File: src/rtl/core/lpbe_pkg.sv
`default_nettype none
package lpbe_pkg;

  localparam int unsigned MaxPixelsDefault = 1024;
  localparam int unsigned CountWidth = 11;
  localparam int unsigned QueueDepth = 2;

  typedef enum logic [3:0] {
    KIND_SET        = 4'd0,
    KIND_BLEND      = 4'd1,
    KIND_MAX        = 4'd2,
    KIND_ADD        = 4'd3,
    KIND_READ       = 4'd4,
    KIND_COPY       = 4'd5,
    KIND_ROT_UP     = 4'd6,
    KIND_ROT_DOWN   = 4'd7,
    KIND_SHIFT_UP   = 4'd8,
    KIND_SHIFT_DOWN = 4'd9,
    KIND_FADE_SUB   = 4'd10,
    KIND_FADE_MUL   = 4'd11,
    KIND_FILL       = 4'd12,
    KIND_FILL_MAX   = 4'd13,
    KIND_AVERAGE    = 4'd14,
    KIND_NONE       = 4'd15
  } kind_e;

  typedef struct packed {
    logic [3:0]  kind;
    logic [15:0] pixel;
    logic [15:0] second_pixel;
    logic [7:0]  red;
    logic [7:0]  green;
    logic [7:0]  blue;
    logic [7:0]  amount;
    logic [7:0]  floor_value;
  } cmd_t;

  typedef struct packed {
    logic [7:0] red_out;
    logic [7:0] green_out;
    logic [7:0] blue_out;
    logic [7:0] average_out;
  } res_t;

  typedef enum logic [3:0] {
    ST_IDLE,
    ST_MOD_A,
    ST_MOD_B,
    ST_MOD_OFS,
    ST_PIX_RD,
    ST_PIX_WR,
    ST_ROT,
    ST_ROT_MOD,
    ST_SWEEP,
    ST_DIV,
    ST_OUT,
    ST_CLEAR
  } state_e;

endpackage
`default_nettype wire

File: src/rtl/core/lpbe_queue.sv
`default_nettype none
// Small command queue between the front and the back end.
module lpbe_queue
  import lpbe_pkg::*;
(
  input  wire  clk_i,
  input  wire  rst_ni,
  input  wire  push_i,
  input  cmd_t push_data_i,
  output logic full_o,
  input  wire  pop_i,
  output cmd_t pop_data_o,
  output logic empty_o
);
  cmd_t       mem_q [QueueDepth];
  logic       wr_q, rd_q;
  logic [1:0] cnt_q;

  assign full_o     = (cnt_q == 2'(QueueDepth));
  assign empty_o    = (cnt_q == 2'd0);
  assign pop_data_o = mem_q[rd_q];

  always_ff @(posedge clk_i) begin
    if (push_i) begin
      mem_q[wr_q] <= push_data_i;
    end
  end

  always_ff @(posedge clk_i or negedge rst_ni) begin
    if (!rst_ni) begin
      wr_q  <= 1'b0;
      rd_q  <= 1'b0;
      cnt_q <= 2'd0;
    end else begin
      if (push_i) wr_q <= ~wr_q;
      if (pop_i) rd_q <= ~rd_q;
      cnt_q <= cnt_q + 2'(push_i) - 2'(pop_i);
    end
  end
endmodule
`default_nettype wire

File: config.mk
export PLATFORM = sky130hd
export DESIGN_NAME = lpbe_queue
export DESIGN_NICKNAME = d
export VERILOG_FILES = /design/src/rtl/core/lpbe_pkg.sv /design/src/rtl/core/lpbe_queue.sv
export SDC_FILE = /design/constraint.sdc
export NUM_CORES = 1
export LEC_CHECK = 0
export BUFFER_PORTS_ARGS = -buffer_cell sky130_fd_sc_hd__buf_4
export CAP_MARGIN = 20
export CELL_PAD_IN_SITES_DETAIL_PLACEMENT = 1
export CELL_PAD_IN_SITES_GLOBAL_PLACEMENT = 2
export CORE_MARGIN = 2
export CORE_UTILIZATION = 40
export DETAILED_ROUTE_END_ITERATION = 10
export GPL_ROUTABILITY_DRIVEN = 1
export PLACE_DENSITY = 0.84
export SKIP_CTS_REPAIR_TIMING = 1
export SYNTH_ARGS = -nofsm -noshare
export SYNTH_HDL_FRONTEND = slang
export SYNTH_SLANG_ARGS = --single-unit
File: constraint.sdc
create_clock -name clk_i -period 7.3 [get_ports clk_i]
set_input_delay 1.095 -clock clk_i [delete_from_list [all_inputs] [get_ports clk_i]]
set_output_delay 1.095 -clock clk_i [all_outputs]
set_load 0.1 [all_outputs]
==> impl_metrics.csv <==
group,metric,value,unit
yosys,mappedNetlistNets,334,
critical_path,r2r_cells,3,
die,row_count,44,
yosys,synthesis.area,5810,um^2
yosys,synthMostInstantiatedCell,"sky130_fd_sc_hd__edfxtp_1",
critical_path,crit_chain,"buf_16, mux2_2, buf_4",
sta,timing.slew.headroom,0.605,
die,initial_utilization,0.404,
yosys,synth.distinct_cells,13,
grt,grt_residual_overflow,0,
yosys,postSynthAreaPerCell,23.0,um^2
yosys,yosys-top-cells-count,"sky130_fd_sc_hd__edfxtp_1, sky130_fd_sc_hd__mux2_2, sky130_fd_sc_hd__mux2_4",
detailed_routing,finalWirelength,10500,um
critical_path,startpoint_of_the_most_critical_setup_path,"rd_q",
cells_and_area,fill_cells,1324,
detailed_routing,drt_first_iter_violations,120,
cts,clkTransAtPathRegs,0.06,ns
sta,fin_setup_tns,0,ns
grt,grt_pass1_vias,3171,
cts,cts_tree,"done",
critical_path,critPathBufInv,2,
cts,tritoncts.num_buffers,17,
cts,clock_path_buffers,2,
placement,hpwlAfterDp,7030,um
yosys,ys_warn_count,0,
critical_path,regToRegSetupSlack,5.47,ns
flow_run,max_cap_violations,0,
yosys,synth_area_leaders,"sky130_fd_sc_hd__edfxtp_1, sky130_fd_sc_hd__mux2_2, sky130_fd_sc_hd__mux2_4",
yosys,yosys_register_bits,156,
yosys,synthArstFlopShare,0.0256,
sta,setup_violations_final,0,
detailed_routing,postRouteAntennaNets,0,
yosys,synth_top_cell_area_share,0.786,
die,core_area,14400,um^2
yosys,synth_edf_count,152,
cts,insertion_delay_of_the_later_clocked_pin_in_the_worst_skew_pair,0.41,ns
outcome,result_of_the_run,"finished, final reports clean",
cells_and_area,final_nets,505,
cells_and_area,area.growth.synth_to_final,34.6,%
sta,maxSlewViolCount,0,
critical_path,timing.critical_path.required,6.20,ns
critical_path,maximum_fanout_encountered_on_the_critical_timing_path,39,
critical_path,setup.worst_path.class,"flip-flop to primary output",
die,floorplan.die.width,124,um
critical_path,timing.rr.start,"wr_q",
cts,clockRootBuffer,"sky130_fd_sc_hd__clkbuf_16",
sta,finalClockSkew,0.00873,ns
detailed_routing,wl_per_cell,17.0,um
critical_path,crit-reg2reg-capture,"mem_q[0][54]",
detailed_routing,drc,0,
die,die_y,124,um
sta,timing.final.hold_violations,0,
cts,tritoncts_num_sinks,156,
critical_path,critical_path_startpoint_category,"flip-flop",
detailed_routing,vias,2928,
sta,fraction_of_the_cycle_the_final_worst_path_needs,0.448,
yosys,seq_area_frac_synth,0.803,
sta,rsz0062_at_grt,"no",
yosys,synth_top_cell_by_area,"sky130_fd_sc_hd__edfxtp_1",
sta,tightestPinTransition,0.592,ns
critical_path,arrival_time_worst_endpoint,2.18,ns
detailed_routing,vias_per_cell,4.72,
cells_and_area,diodes,0,
cells_and_area,layout.area.seq,4670,um^2
sta,max_clock_freq,306,MHz
critical_path,critical_path.max_stage_delay,0.79,ns
critical_path,critical-path-slowest-cell,"sky130_fd_sc_hd__dfrtp_4",
die,die-area,15500,um^2
cells_and_area,multi_input_area,1070,um^2
grt,grt_first_pass_wirelength,16900,um
yosys,netlist_instances,252,
critical_path,endpoint_kind,"primary output",
yosys,synth-main-ff-cell,"sky130_fd_sc_hd__edfxtp_1",
placement,routabilityCongestion,0.686,
sta,final.min_clock_period,3.27,ns
hold_path,hold_class,"input port to async pin",
grt,grt_util_all_layers,0.144,
die,design.portCount,158,
grt,pin_count_of_the_biggest_net_entering_global_routing,77,
cells_and_area,drive_gt1_frac,0.615,
grt,antenna_found_initial,0,
cts,cts_htree_levels,4,
placement,port_buffers,157,
critical_path,worst_path_dominant_cell_family,"flip-flops",
detailed_routing,drtPass1Iterations,4,
cells by family after synthesis:
group,Yosys count,share of synthesized area
simple gates,4,0.00388
xor+xnor,3,0.00711
buf+inv,11,0.0144
mux,76,0.167
flops,156,0.803
fa+ha+maj,2,0.00431
per-layer routing:
| metal | global-route usage | vias up | share of wire |
|---|---|---|---|
| met5 | 0 | - | 0 |
| met4 | 0.0628 | 0 | 0.020 |
| met3 | 0.0571 | 16 | 0.066 |
| met2 | 0.233 | 110 | 0.52 |
| met1 | 0.170 | 1462 | 0.39 |
| li1 | - | 1340 | - |
worst max-delay path by stage:
stage                     endpoint  slack [ns]  cells past startpoint
floorplan              mem_q[0][0]        2.36                      1
global placement      mem_q[0][69]        4.18                      3
detailed placement    mem_q[0][50]        4.13                      3
CTS                 pop_data_o[72]        3.95                      3
global route        pop_data_o[75]        3.89                      3
finish              pop_data_o[75]        4.03                      3
cells in the final DEF, fill, tap and decap left out:
| master | count |
|---|---|
| sky130_fd_sc_hd__nor2b_4 | 1 |
| sky130_fd_sc_hd__clkinvlp_4 | 3 |
| sky130_fd_sc_hd__xor2_1 | 2 |
| sky130_fd_sc_hd__clkbuf_16 | 17 |
| sky130_fd_sc_hd__xor3_1 | 1 |
| sky130_fd_sc_hd__buf_16 | 2 |
| sky130_fd_sc_hd__and2_4 | 1 |
| sky130_fd_sc_hd__ha_1 | 2 |
| sky130_fd_sc_hd__edfxtp_1 | 152 |
| sky130_fd_sc_hd__nor2b_1 | 1 |
| sky130_fd_sc_hd__inv_1 | 2 |
| sky130_fd_sc_hd__inv_6 | 1 |
| sky130_fd_sc_hd__clkinv_2 | 4 |
| sky130_fd_sc_hd__dfrtp_1 | 3 |
| sky130_fd_sc_hd__bufinv_16 | 3 |
| sky130_fd_sc_hd__dfrtp_4 | 1 |
| sky130_fd_sc_hd__buf_12 | 1 |
| sky130_fd_sc_hd__mux2_2 | 46 |
| sky130_fd_sc_hd__clkbuf_1 | 2 |
| sky130_fd_sc_hd__mux2_4 | 30 |
| sky130_fd_sc_hd__clkinv_1 | 2 |
| sky130_fd_sc_hd__nor2_1 | 1 |
| sky130_fd_sc_hd__buf_4 | 158 |
per-stage QoR:
| stage | hold slack (ns) | utilization | std cells | instance area (um^2) | worst slack (ns) |
|---|---|---|---|---|---|
| 6_report | 0.461 | 0.544 | 620 | 7820 | 4.03 |
| 2_1_floorplan | 0.455 | - | 252 | 5810 | 2.36 |
| 5_1_grt | 0.438 | 0.544 | 620 | 7820 | 3.89 |
| 3_3_place_gp | 0.529 | 0.498 | 585 | 7160 | 4.18 |
| 4_1_cts | 0.437 | 0.541 | 618 | 7770 | 3.95 |
| 3_5_place_dp | 0.541 | 0.500 | 586 | 7190 | 4.13 |
sequential cells by signal, indices dropped and copies added (netlist names):
name,flops
mem_q,152
cnt_q,2
rd_q,1
wr_q,1
area by class of cell:
type / count / area share
inverter: 2 / 0.000960
clock buffer: 19 / 0.0554
sequential: 156 / 0.597
clock inverter: 13 / 0.0190
tap: 184 / 0.0295
multi-input combinational: 85 / 0.137
timing repair buffer: 161 / 0.161
Power is not shown: default switching activity piles up to over one toggle a cycle in this logic, so the estimate is an artifact.
